<file path="config.mk">
export PLATFORM = sky130hd
export DESIGN_NAME = string_to_integer_parser
export DESIGN_NICKNAME = d
export VERILOG_FILES = /design/src/rtl/core/stip_pkg.sv /design/src/rtl/core/string_to_integer_parser.sv
export SDC_FILE = /design/constraint.sdc
export NUM_CORES = 1
export LEC_CHECK = 0
export BUFFER_PORTS_ARGS = -buffer_cell sky130_fd_sc_hd__buf_4
export CORE_UTILIZATION = 50
export DETAILED_ROUTE_END_ITERATION = 8
export PLACE_DENSITY = 0.75
export SYNTH_ARGS = -nofsm -noshare
export SYNTH_HDL_FRONTEND = slang
export SYNTH_SLANG_ARGS = --single-unit
</file>
<file path="constraint.sdc">
create_clock -name i_clk -period 10.3 [get_ports i_clk]
set_input_delay 0.515 -clock i_clk [delete_from_list [all_inputs] [get_ports i_clk]]
set_output_delay 0.515 -clock i_clk [all_outputs]
set_load 0.05 [all_outputs]
</file>
<file path="src/rtl/core/stip_pkg.sv">
// Types and constants of the string-to-integer parser.
package stip_pkg;

    localparam int VALUE_WIDTH  = 32;
    localparam int OFFSET_WIDTH = 16;
    localparam int CHAR_WIDTH   = 8;
    localparam int BASE_WIDTH   = 6;
    localparam int CFG_IDX_W    = 1;
    localparam int CFG_DATA_W   = 6;

    localparam logic [CFG_IDX_W-1:0] CFG_NUMBER_BASE = 1'b0;
    localparam logic [CFG_IDX_W-1:0] CFG_SIGNED_MODE = 1'b1;

    localparam logic [BASE_WIDTH-1:0] BASE_DETECT = 6'd0;
    localparam logic [BASE_WIDTH-1:0] BASE_OCT    = 6'd8;
    localparam logic [BASE_WIDTH-1:0] BASE_DEC    = 6'd10;
    localparam logic [BASE_WIDTH-1:0] BASE_HEX    = 6'd16;
    localparam logic [BASE_WIDTH-1:0] DIGIT_NONE  = 6'd36;
    localparam logic [BASE_WIDTH-1:0] DIGIT_ALPHA = 6'd10;

    localparam logic [CHAR_WIDTH-1:0] CH_NUL   = 8'h00;
    localparam logic [CHAR_WIDTH-1:0] CH_TAB   = 8'h09;
    localparam logic [CHAR_WIDTH-1:0] CH_CR    = 8'h0d;
    localparam logic [CHAR_WIDTH-1:0] CH_SPACE = 8'h20;
    localparam logic [CHAR_WIDTH-1:0] CH_PLUS  = 8'h2b;
    localparam logic [CHAR_WIDTH-1:0] CH_MINUS = 8'h2d;
    localparam logic [CHAR_WIDTH-1:0] CH_ZERO  = 8'h30;
    localparam logic [CHAR_WIDTH-1:0] CH_NINE  = 8'h39;
    localparam logic [CHAR_WIDTH-1:0] CH_UA    = 8'h41;
    localparam logic [CHAR_WIDTH-1:0] CH_UX    = 8'h58;
    localparam logic [CHAR_WIDTH-1:0] CH_UZ    = 8'h5a;
    localparam logic [CHAR_WIDTH-1:0] CH_LA    = 8'h61;
    localparam logic [CHAR_WIDTH-1:0] CH_LX    = 8'h78;
    localparam logic [CHAR_WIDTH-1:0] CH_LZ    = 8'h7a;

    typedef enum logic [4:0] {
        PH_SPACE  = 5'b00001,
        PH_PREFIX = 5'b00010,
        PH_ZERO   = 5'b00100,
        PH_DIGITS = 5'b01000,
        PH_DONE   = 5'b10000
    } t_phase;

endpackage

</file>
<file path="src/rtl/core/string_to_integer_parser.sv">
// Top level of the string-to-integer parser.
// Streams the bytes of a NUL-terminated string and, on the NUL, returns the
// parsed value (strtol/strtoul style: white space, sign, base prefix, digits
// wrapping modulo 2^32), the offset just past the number and a flag telling
// whether any digit was seen. One byte is taken every cycle, but for the time
// a NUL beat waits in the input register; the NUL beat passes through the input
// register, the single multiply-add by the radix and the result register before
// its result turns valid. A NUL beat waits in the input register only while the
// previous result is still unread. Write number_base and signed_mode only while
// no string is in flight.
module string_to_integer_parser
    import stip_pkg::*;
(
    input  logic                    i_clk,
    input  logic                    i_rst_n,
    input  logic                    i_cfg_wr_en,
    input  logic [CFG_IDX_W-1:0]    i_cfg_idx,
    input  logic [CFG_DATA_W-1:0]   i_cfg_data,
    input  logic                    i_in_valid,
    output logic                    o_in_ready,
    input  logic [CHAR_WIDTH-1:0]   i_char_code,
    output logic                    o_out_valid,
    input  logic                    i_out_ready,
    output logic [VALUE_WIDTH-1:0]  o_parsed_value,
    output logic [OFFSET_WIDTH-1:0] o_end_offset,
    output logic                    o_any_digits
);

    function automatic logic [BASE_WIDTH-1:0] digit_value(input logic [CHAR_WIDTH-1:0] c);
        logic [BASE_WIDTH-1:0] v;
        v = DIGIT_NONE;
        if (c inside {[CH_ZERO:CH_NINE]}) begin
            v = BASE_WIDTH'(c - CH_ZERO);
        end else if (c inside {[CH_LA:CH_LZ]}) begin
            v = BASE_WIDTH'(c - CH_LA) + DIGIT_ALPHA;
        end else if (c inside {[CH_UA:CH_UZ]}) begin
            v = BASE_WIDTH'(c - CH_UA) + DIGIT_ALPHA;
        end
        return v;
    endfunction

    function automatic logic [OFFSET_WIDTH-1:0] sat_add(input logic [OFFSET_WIDTH-1:0] a,
                                                        input logic [1:0] n);
        logic [OFFSET_WIDTH:0] s;
        s = {1'b0, a} + (OFFSET_WIDTH+1)'(n);
        return s[OFFSET_WIDTH] ? {OFFSET_WIDTH{1'b1}} : s[OFFSET_WIDTH-1:0];
    endfunction

    // configuration
    logic [BASE_WIDTH-1:0]   r_number_base;
    logic                    r_signed_mode;

    // input register
    logic                    r_in_vld;
    logic [CHAR_WIDTH-1:0]   r_in_char;

    // parse state
    t_phase                  r_phase, n_phase;
    logic [VALUE_WIDTH-1:0]  r_acc, n_acc;
    logic [BASE_WIDTH-1:0]   r_base, n_base;
    logic                    r_neg, n_neg;
    logic [OFFSET_WIDTH-1:0] r_end, n_end;
    logic                    r_seen, n_seen;

    // result register
    logic                    r_out_vld;
    logic [VALUE_WIDTH-1:0]  r_out_acc;
    logic                    r_out_neg;
    logic [OFFSET_WIDTH-1:0] r_out_end;
    logic                    r_out_seen;

    logic                    proc_fire;
    logic                    is_nul;
    logic                    first_after_sign;
    logic                    try_digit;
    logic                    digit_hit;
    logic [BASE_WIDTH-1:0]   dig_base;
    logic [BASE_WIDTH-1:0]   dig_val;
    logic [1:0]              pre_add;
    logic [1:0]              end_add;
    logic [VALUE_WIDTH-1:0]  prod;

    assign is_nul     = (r_in_char == CH_NUL);
    // a NUL beat waits only while the result register is occupied and not being read
    assign proc_fire  = r_in_vld && (!is_nul || !r_out_vld || i_out_ready);
    assign o_in_ready = !r_in_vld || proc_fire;

    always_comb begin
        n_phase          = r_phase;
        n_acc            = r_acc;
        n_base           = r_base;
        n_neg            = r_neg;
        n_seen           = r_seen;
        first_after_sign = 1'b0;
        try_digit        = 1'b0;
        dig_base         = r_base;
        pre_add          = 2'd0;
        dig_val          = digit_value(r_in_char);

        case (r_phase)
            PH_SPACE: begin
                if (r_in_char == CH_SPACE || r_in_char inside {[CH_TAB:CH_CR]}) begin
                    pre_add = 2'd1;
                end else if ((r_in_char == CH_MINUS && r_signed_mode) ||
                             r_in_char == CH_PLUS) begin
                    n_neg   = (r_in_char == CH_MINUS);
                    pre_add = 2'd1;
                    n_phase = PH_PREFIX;
                end else begin
                    first_after_sign = 1'b1;
                end
            end
            PH_PREFIX: begin
                first_after_sign = 1'b1;
            end
            PH_ZERO: begin
                n_phase = PH_DIGITS;
                if (r_in_char == CH_LX || r_in_char == CH_UX) begin
                    n_base  = BASE_HEX;
                    pre_add = 2'd2;
                end else if (r_base == BASE_DETECT) begin
                    // leading zero was the octal prefix
                    n_base    = BASE_OCT;
                    pre_add   = 2'd1;
                    try_digit = 1'b1;
                    dig_base  = BASE_OCT;
                end else begin
                    // hex with no x: the held zero counts as a digit
                    n_seen    = 1'b1;
                    pre_add   = 2'd1;
                    try_digit = 1'b1;
                end
            end
            PH_DIGITS: begin
                try_digit = 1'b1;
            end
            PH_DONE: begin
            end
            default: begin
            end
        endcase

        if (first_after_sign) begin
            if (r_in_char == CH_ZERO &&
                (r_number_base == BASE_DETECT || r_number_base == BASE_HEX)) begin
                n_base  = r_number_base;
                n_phase = PH_ZERO;
            end else begin
                dig_base  = (r_number_base == BASE_DETECT) ? BASE_DEC : r_number_base;
                n_base    = dig_base;
                n_phase   = PH_DIGITS;
                try_digit = 1'b1;
            end
        end

        prod      = r_acc * VALUE_WIDTH'(dig_base);
        digit_hit = try_digit && (dig_val < dig_base);
        if (digit_hit) begin
            n_acc  = prod + VALUE_WIDTH'(dig_val);
            n_seen = 1'b1;
        end else if (try_digit) begin
            n_phase = PH_DONE;
        end
        end_add = pre_add + {1'b0, digit_hit};
        n_end   = sat_add(r_end, end_add);
    end

    always_ff @(posedge i_clk) begin
        if (!i_rst_n) begin
            r_number_base <= BASE_DEC;
            r_signed_mode <= 1'b1;
        end else if (i_cfg_wr_en) begin
            case (i_cfg_idx)
                CFG_NUMBER_BASE: r_number_base <= i_cfg_data[BASE_WIDTH-1:0];
                CFG_SIGNED_MODE: r_signed_mode <= i_cfg_data[0];
                default: begin
                end
            endcase
        end
    end

    always_ff @(posedge i_clk) begin
        if (!i_rst_n) begin
            r_in_vld  <= 1'b0;
            r_out_vld <= 1'b0;
            r_phase   <= PH_SPACE;
            r_acc     <= '0;
            r_base    <= '0;
            r_neg     <= 1'b0;
            r_end     <= '0;
            r_seen    <= 1'b0;
        end else begin
            if (o_in_ready) begin
                r_in_vld <= i_in_valid;
            end
            if (proc_fire && is_nul) begin
                r_out_vld <= 1'b1;
            end else if (i_out_ready) begin
                r_out_vld <= 1'b0;
            end
            if (proc_fire) begin
                if (is_nul) begin
                    // rearm for the next string
                    r_phase <= PH_SPACE;
                    r_acc   <= '0;
                    r_base  <= '0;
                    r_neg   <= 1'b0;
                    r_end   <= '0;
                    r_seen  <= 1'b0;
                end else begin
                    r_phase <= n_phase;
                    r_acc   <= n_acc;
                    r_base  <= n_base;
                    r_neg   <= n_neg;
                    r_end   <= n_end;
                    r_seen  <= n_seen;
                end
            end
        end
    end

    always_ff @(posedge i_clk) begin
        if (o_in_ready && i_in_valid) begin
            r_in_char <= i_char_code;
        end
        if (proc_fire && is_nul) begin
            r_out_acc  <= n_acc;
            r_out_neg  <= n_neg;
            r_out_end  <= n_end;
            r_out_seen <= n_seen;
        end
    end

    assign o_out_valid    = r_out_vld;
    assign o_parsed_value = r_out_neg ? (VALUE_WIDTH'(0) - r_out_acc) : r_out_acc;
    assign o_end_offset   = r_out_end;
    assign o_any_digits   = r_out_seen;

endmodule

</file>
# --- Word level (Yosys, flattened, before mapping) ---
# Cells that the tools add are included.
totals:
  register_bits: 128
  in_bits: 20
classes:
  addsub: 9
  mux: 49
  magnitude_cmp: 9
  mul: 1
  n_eq_ne: 11
  n_reduce_logical: 28
  bitwise: 1
op_table:
  columns: ["op", "n"]
  rows:
  - ["32-bit 2-to-1 mux", 3]
  - ["6-bit 2-to-1 mux", 14]
  - ["32-bit by 6-bit adder with 32-bit output", 1]
  - ["8-bit by 6-bit equality test with 1-bit output, second input constant", 4]
  - ["32-bit by 6-bit multiplier with 32-bit output", 1]
  - ["16-bit 2-to-1 mux", 2]
  - ["1-bit by 32-bit subtractor with 32-bit output, first input constant", 1]
  - ["5-bit 2-to-1 mux", 6]
  - ["1-bit 2-to-1 mux", 18]
  - ["16-bit by 2-bit adder with 17-bit output", 1]
  - ["8-bit by 7-bit equality test with 1-bit output, second input constant", 2]
  - ["8-bit by 7-bit greater-or-equal comparator with 1-bit output, second input constant", 2]
  - ["8-bit by 7-bit less-or-equal comparator with 1-bit output, second input constant", 2]
  - ["6-bit by 4-bit adder with 6-bit output, second input constant", 2]
  - ["6-bit logical NOT", 2]
  - ["6-bit subtractor, second input constant", 2]
  - ["1-bit logical AND", 10]
  - ["5-bit case mux with 2 select lines", 1]
  - ["8-bit by 4-bit greater-or-equal comparator with 1-bit output, second input constant", 1]
  - ["8-bit by 6-bit greater-or-equal comparator with 1-bit output, second input constant", 1]
  - ["8-bit by 4-bit less-or-equal comparator with 1-bit output, second input constant", 1]
  - ["8-bit by 6-bit less-or-equal comparator with 1-bit output, second input constant", 1]
  - ["8-bit logical NOT", 1]
  - ["1-bit logical OR", 7]
  - ["other kinds (17)", 22]

# --- Depth between registers and ports, before layout ---
# Gate-level depths: netlist of run 1.
logic_depth:
  word_depth: 13
  ltp_mapped: 33
  mapped_depth_nobuf: 29

# --- Worst setup path after synthesis of run 1 ---
# No wires, ideal clock.
synth_path:
  path_type: "reg2reg"
  from: "register r_in_char[1]"
  to: "register r_out_acc[31] (data pin)"
  arrival_ns: 7.484
  period_less_slack_ns: 7.743
  required_ns: 10.040
  slack_ns: 2.557
  path_stages_with_launch: 31
  setup_time_ns: 0.260
  path_cell_list: "edfxtp_1 > inv_1 > ha_1 > nand4_1 > o21ai_0 > and3_1 > clkbuf_1 > o32a_1 > nor2_2 > mux2i_1 > clkbuf_1 > clkbuf_1 > nand2b_1 > fa_1 > fa_1 > inv_1 > fa_1 > inv_1 > fa_1 > inv_1 > ha_1 > or3_1 > a21oi_1 > o211ai_1 > a21oi_2 > o221ai_1 > a21o_1 > a221o_1 > a21oi_1 > xnor3_1 > mux2_2"
synth_between:
  elab_chain_len: 10
  elab_cells_between_ends: 47
  classes_between: "add/sub (6); mul (1); order compare (9); eq/ne (6); mux (15); reduce/logical (10)"
synth_lines:
  columns: ["element", "line_no", "rtl"]
  rows:
  - ["from (decl)", "string_to_integer_parser.sv:55", "logic [CHAR_WIDTH-1:0] r_in_char;"]
  - ["from (signal assigned)", "string_to_integer_parser.sv:224", "r_in_char <= i_char_code;"]
  - ["branches (longest 9 deep; another with 32-bit by 6-bit multiplier with 32-bit output)", null, null]
  - ["32-bit 2-to-1 mux *", "string_to_integer_parser.sv:158", "if (digit_hit) begin"]
  - ["net n_acc[31]", "string_to_integer_parser.sv:59", "logic [VALUE_WIDTH-1:0] r_acc, n_acc;"]
  - ["to (signal assigned)", "string_to_integer_parser.sv:227", "r_out_acc <= n_acc;"]
  - ["to (decl)", "string_to_integer_parser.sv:67", "logic [VALUE_WIDTH-1:0] r_out_acc;"]
# Mark *: on every way through the listed nets, which the timed path passes.
# A chain may end at the register's enable or synchronous reset.

# --- Worst setup path after layout of run 1 ---
# Ends and elaborated chain as after synthesis.

==> impl_results.md, run 1 <==
- I/O pin count: 71
- Synth area leaders: fa_1, edfxtp_1, dfxtp_1
- Antenna diodes: 0
- Clk slew on worst S/H paths: 0.07 ns
- Worst reg2reg path startpoint: r_in_char[1]
- Via count: 9581
- Max cap viols: 0
- Setup WS post-layout: 1.95 ns
- Post-route ant nets: 0
- Total gr overflow: 0
- Hold path depth: 1
- Vias in the first global route: 9846
- Post-Syn Instances: ~1300
- Slew @ Worst Pin: 0.978 ns
- YS warnings: 0
- Clock root buffer: clkbuf_16
- Critical path arrival: 8.53 ns
- CP max FO: 31
- IO Port Bufs: 70
- Combinational power share: 19.0%
- Post-DP HPWL: approximately 22 mm
- Hold Vio Cnt, Final: 0
- Clock Latency Late Sink: 0.44 ns
- Hold Path Origin: i_char_code[5]
- VDD IR max: 0.0731 mV
- GPL Wtd Cong: 0.854
- FP Rows: 57
- Reg-to-reg slack, setup: roughly 1.9 ns
- P per Cell Area: 106 nW/um^2
- CP required: approximately 10 ns
- Max Slew Vio Count: 0
- Largest area contributor in the netlist: fa_1
- Fmax: 0.120 GHz
- Commonest cells after routing, fill and taps aside: nor2b_1, fa_1, and2_1, buf_4, ha_1
- Post-CTS resize count: 0
- Sw Pwr: 0.451 mW
- Die area: 25300 um^2
- Initial Util: about 50%
- Reg2reg path depth: 29
- Crit path largest cell delay: 0.53 ns
- WS Path Type: reg2reg
- Relative slew slack: roughly 34%
- Post-synth top flop: dfxtp_1
- Commonest non-fill, non-tap cell in the layout: nor2b_1
- 1st-pass router iterations: 4
- Fin Hold WS: ~0.25 ns
- Synth top area share: 18.3%
- Slowest stage cell on the critical path: o32a_1
- Final Net Count: between 1500 and 2000
- Post-Syn Area: 12300 um^2
- H-tree depth: 4
- Total track usage: 24.8%
- Critical Path Sink Type: register
- Share of cells above drive strength 1: approximately an eighth
- LEAKAGE: about 6.2 nW
- Final instance count without filler cells: 1652
- Drt wl/cell: between 15 and 20 um
- Register area share after synthesis: roughly 25%
- Post-Route WL: a little under 30 mm
- Longest Clk Path Bufs: 2
- Die Width: 159 um
- Net Sw Frac: 30.9%
- Post-Syn Area per Cell: about 9.8 um^2
- DRC: 0
- Layout area overhead: 11.7%
- Setup Skew: about 0.010 ns
- # hold bufs at CTS: 0
- First-pass GRT wire length: around 50 mm
- Initial antenna violation count: 0
- EDFF count, synth: 58
- Reg power frac: 38.2%
- RR Endpoint: r_out_acc[31]
- Largest net degree at the start of global routing: 71
- RSZ-0062 raised after global routing: false
- Int Power: 1.01 mW
- Post-layout min period: ~8.4 ns
- Synth unique cells: 77
- Top cell by count, worst path: inv_1
- Synthesized net count: about 1500
- Final setup vio count: 0
- Async S/R FF share, synth: 0%
- CTS tree: done
- Core ar.: 24200 um^2
- Die height: 159 um
- Status: complete, no violations
- Clock sink count: about 130
- Postcts setup bufs: 0
- Post-route clock period utilization: 81.1%
- Setup WS pre-CTS: 2.01 ns
- Final setup TNS: 0 ns
- Setup crit start kind: register
- Hold crit path type: in2reg
- FF+latch count, synth: 128
- Placed instance count: 1620
- Num CTS Buffers: 17
- Drt via density: between 5 and 6
- Clock power frac: 42.8%
- Hold EP: r_in_char[5]
- Initial DRC count: 792
routing by layer:
layer / track usage, % / wire, um
met5: 0 / 0
met4: 8.83 / 755
met3: 4.01 / 1410
met2: 40.6 / 14000
met1: 33.3 / 13600
kinds of logic (layout without fill, tap and decap cells):
family / after synthesis / count (layout) / share of synthesized area, %
xor gates and xnor gates: 76 / 76 / 5.72
buffers and inverters: 115 / 179 / 3.71
and+or+nand+nor: 448 / 448 / 20.4
muxes: 37 / 37 / 3.30
AOI/OAI and AO/OA: 265 / 265 / 14.8
adders and majority gates: 195 / 195 / 26.6
DFF: 128 / 128 / 25.5
critical path: cells and delay by family (launching register included):
kind                       cells  cell delay, ns
buffers and inverters          6            0.57
DFF                            1            0.50
and+or+nand+nor                4            0.81
adders and majority gates      6            2.50
AOI/OAI and AO/OA             11            3.00
xor gates and xnor gates       1            0.41
muxes                          1            0.26
power by group through the flow:
stage,sequential (mW),combinational (mW),clock [mW]
after floorplan,0.562,0.206,0
after global placement,0.568,0.270,0
after detailed placement,0.568,0.274,0
after CTS,0.557,0.277,0.633
after global routing,0.559,0.305,0.655
final,0.558,0.278,0.625
sequential cells by signal, summed over array words and instances (netlist names):
register       flops
r_in_char          8
r_acc             32
r_in_vld           1
r_seen             1
r_end             16
r_out_acc         32
o_out_valid        1
r_signed_mode      1
o_any_digits       1
r_number_base      6
r_out_neg          1
o_end_offset      16
r_neg              1
r_phase            5
r_base             6
per-stage QoR:
stage / power (mW) / instance area, um^2 / util, %
after floorplan: 0.767 / 12300 / -
after global placement: 0.838 / 13200 / 54.4
after detailed placement: 0.842 / 13200 / 54.4
after CTS: 1.47 / 13800 / 56.9
after global routing: 1.52 / 13800 / 56.9
final: 1.46 / 13800 / 56.9
Yosys cell counts (all sizes together) (10+ instances only):
cell and instances:
nor3 11, o21a 10, nor2b 130, a21oi 46
xor2 16, edfxtp 58, a21boi 16, a21o 21
fa 113, a22oi 34, and3 16, and2 89
dfxtp 70, or3 11, mux2 30, nand3 28
ha 82, nand2b 21, xnor2 57, nor2 37
clkbuf 42, o21ai 64, buf 11, inv 62
o31ai 14, nand2 81
how the worst max path moves through the flow:
stage,startpoint,to,slack (ns),cells past startpoint
2_1_floorplan,r_in_char[1],r_out_acc[31],2.56,30
3_3_place_gp,r_in_char[1],r_out_acc[31],2.19,28
3_5_place_dp,r_in_char[1],r_out_acc[31],2.01,28
4_1_cts,r_in_char[1],r_out_acc[31],2.01,28
5_1_grt,r_in_char[1],r_out_acc[31],1.46,28
6_report,r_in_char[1],r_out_acc[31],1.95,29
cell type report:
class | count | area [um^2]
fill | 2085 | 10500
multi-input combinational | 1021 | 8770
sequential | 128 | 3140
timing repair buffer | 85 | 638
clock buffer | 17 | 425
tap | 324 | 405
inverter | 62 | 233
clock inverter | 15 | 174
(Power assumes the default switching activity.)
==> run 2: changes to the inputs <==
- PLACE_DENSITY: 0.75 -> 0.78
- clock period: 10.3 -> 7.1 ns (I/O delays scaled with it)
==> run 2 against run 1 <==
Net effect: via count up 3.9%; final cell count up 2.7%; routed wire length up 8.0%; setup slack worse by 1.9 ns; critical path type unchanged; critical endpoint is now r_out_acc[24]; largest cell class unchanged; largest power group unchanged.
==> impl_results.md, run 2 (synthesis gave the netlist of run 1 again) <==
- Slowest stage cell on the critical path: fa_1
- Hold Path Origin: i_char_code[7]
- Clk slew on worst S/H paths: 0.07 ns (about the same)
- VDD IR max: 0.143 mV (+96%)
- 1st-pass router iterations: 5 (+1)
- Core ar.: 24200 um^2 (unchanged)
- Fmax: 0.142 GHz (+19%)
- Critical path arrival: 7.23 ns (-1.30 ns)
- # hold bufs at CTS: 0 (unchanged)
- Via count: 9957 (+3.9%)
- Slew @ Worst Pin: 1.12 ns (+0.146 ns)
- First-pass GRT wire length: 52.9 mm (+5.3%)
- Clock sink count: 128 (unchanged)
- Layout area overhead: 15.7%
- Num CTS Buffers: 17 (unchanged)
- Share of cells above drive strength 1: 17.7% (+4.7 points)
- Drt via density: 5.87 (+1.2%)
- Clock root buffer: clkbuf_16
- Reg-to-reg slack, setup: 0.07 ns (-1.88 ns)
- Post-layout min period: 7.03 ns (-1.32 ns)
- Top flop regs: r_acc: 32 flops, r_out_acc: 32 flops
- Reg2reg path depth: 26 (-10%)
- Max cap viols: 0 (unchanged)
- FP Rows: 57 (unchanged)
- Top Family by Delay on Critical Path: adder cells
- Clock Latency Late Sink: 0.44 ns (about the same)
- Final setup vio count: 0 (unchanged)
- Die Width: 159 um (unchanged)
- Worst reg2reg path startpoint: r_in_char[0]
- Post-route ant nets: 0 (unchanged)
- H-tree depth: 4 (unchanged)
- Die area: 25300 um^2 (unchanged)
- Relative slew slack: 25.0% (-9.2 points)
- Status: complete, no violations
- Vias in the first global route: 10400 (+5.4%)
- CTS tree: done
- Hold Vio Cnt, Final: 0 (unchanged)
- DRC: 0 (unchanged)
- Max Slew Vio Count: 0 (unchanged)
- Drt wl/cell: 19.0 um (+5.1%)
- Post-DP HPWL: 23.0 mm (+5.7%)
- CP required: 7.30 ns (-3.18 ns)
- CP max FO: 5 (-84%)
- Total gr overflow: 0 (unchanged)
- IO Port Bufs: 70 (unchanged)
- Total power: 2.15 mW (+47%)
- WS Path Type: reg2reg
- Final Net Count: 1575 (+2.9%)
- Initial DRC count: 849 (+7.2%)
- GPL Wtd Cong: 0.925 (+8.3%)
- Setup WS pre-CTS: -0.155 ns (-2.17 ns)
- FILL cells: 2067 (-0.86%)
- Hold path depth: 1 (unchanged)
- Top cell by count, worst path: fa_1
- Antenna diodes: 0 (unchanged)
- Critical Path Sink Type: register
- Commonest non-fill, non-tap cell in the layout: nor2b_1
- CP startpoint: r_in_char[0]
- Total track usage: 26.5% (+1.7 points)
- Die height: 159 um (unchanged)
- Largest net degree at the start of global routing: 72 (+1.4%)
- I/O pin count: 71 (unchanged)
- CP bufs+invs: 4 (-2)
- Post-Route WL: 32.2 mm (+8.0%)
- Setup crit start kind: register
- Final Core Density: 58.9% (+2.0 points)
- LEAKAGE: 6.44 nW (+4.3%)
- Crit path largest cell delay: 0.55 ns (+0.02 ns)
- Longest Clk Path Bufs: 2 (unchanged)
- CP Depth: 26 (-10%)
- Initial Util: 50.9% (unchanged)
- P per Cell Area: 151 nW/um^2 (+42%)
- Post-route clock period utilization: 99.0% (+18 points)
- Initial antenna violation count: 0 (unchanged)
- Setup WS post-layout: 0.0724 ns (-1.88 ns)
- Commonest cells after routing, fill and taps aside: nor2b_1, buf_4, fa_1, and2_1, nand2_1
- Fin Hold WS: 0.0835 ns (-0.170 ns)
- RSZ-0062 raised after global routing: true
- Setup Skew: 0.0140 ns (+0.00371 ns)
- Hold crit path type: in2reg
[run 2: changes by cell type in the layout (fill, tap and decap cells not counted), moves of 4 or more]
cell,previous run,this run
ha_2,0,4
a21oi_1,45,40
buf_4,85,125
ha_1,82,77
o21ai_0,61,57
a21oi_2,1,5
[run 2: path summary, 6_finish.rpt]
path / to
setup / recovery: r_out_acc[24]
hold / removal: r_in_char[7]
setup reg to reg: r_out_acc[24]
hold reg to reg: r_acc[30]
[run 2: repair_timing]
item,4_1_cts,5_1_grt
hold endpoints to repair,0,0
buffers inserted,3,4
endpoints found under the setup margin,13,23
pin swaps,5,17
gates resized for setup,9,24
[run 2: power breakdown]
part           internal (mW)  switching (mW)  total [mW]
clock network          0.508           0.373       0.881
logic                  0.180           0.286       0.466
registers              0.786          0.0210       0.807
[run 2: worst register-to-register path: stages, from the launching register on]
cell and delay (ns):
edfxtp_1 0.45, inv_2 0.15, ha_4 0.16, nor2_1 0.04, o21ai_1 0.17, a21oi_2 0.11
o32a_1 0.45, nor2_4 0.18, mux2i_4 0.28, nand2b_4 0.16, fa_1 0.44, fa_1 0.55
inv_1 0.06, fa_1 0.53, inv_1 0.05, fa_1 0.50, inv_1 0.04, ha_2 0.20
or3_4 0.36, a211oi_2 0.28, o31ai_2 0.15, a21o_1 0.20, and2_1 0.15, o41a_1 0.37
a311oi_2 0.33, xnor2_1 0.13, mux2_2 0.27
[run 2: cell type report]
| class | count | area, um^2 | share of cell area (%) |
|---|---|---|---|
| Clock buffer | 19 | 454 | 3.18 |
| Clock inverter | 13 | 125 | 0.876 |
| Inverter | 62 | 233 | 1.63 |
| Multi-Input combinational cell | 1021 | 8920 | 62.4 |
| Sequential cell | 128 | 3140 | 22.0 |
| Tap cell | 324 | 405 | 2.84 |
| Timing Repair Buffer | 130 | 1010 | 7.05 |
[run 2: routing by layer]
layer	global-route usage (%)	vias to the layer above	part of all wire, %
met2	44.7	348	48
met3	4.51	58	5.8
met5	0	-	0
met4	9.22	0	2.4
met1	34.3	4964	43
li1	-	4587	-
[run 2: metrics by stage]
step / instance area, um^2 / std cells / setup TNS [ns]
after floorplan: 12400 / 1264 / 0
after global placement: 13500 / 1658 / 0
after detailed placement: 13500 / 1658 / -0.568
after CTS: 14200 / 1693 / 0
after global routing: 14300 / 1697 / -0.954
final: 14300 / 1697 / 0
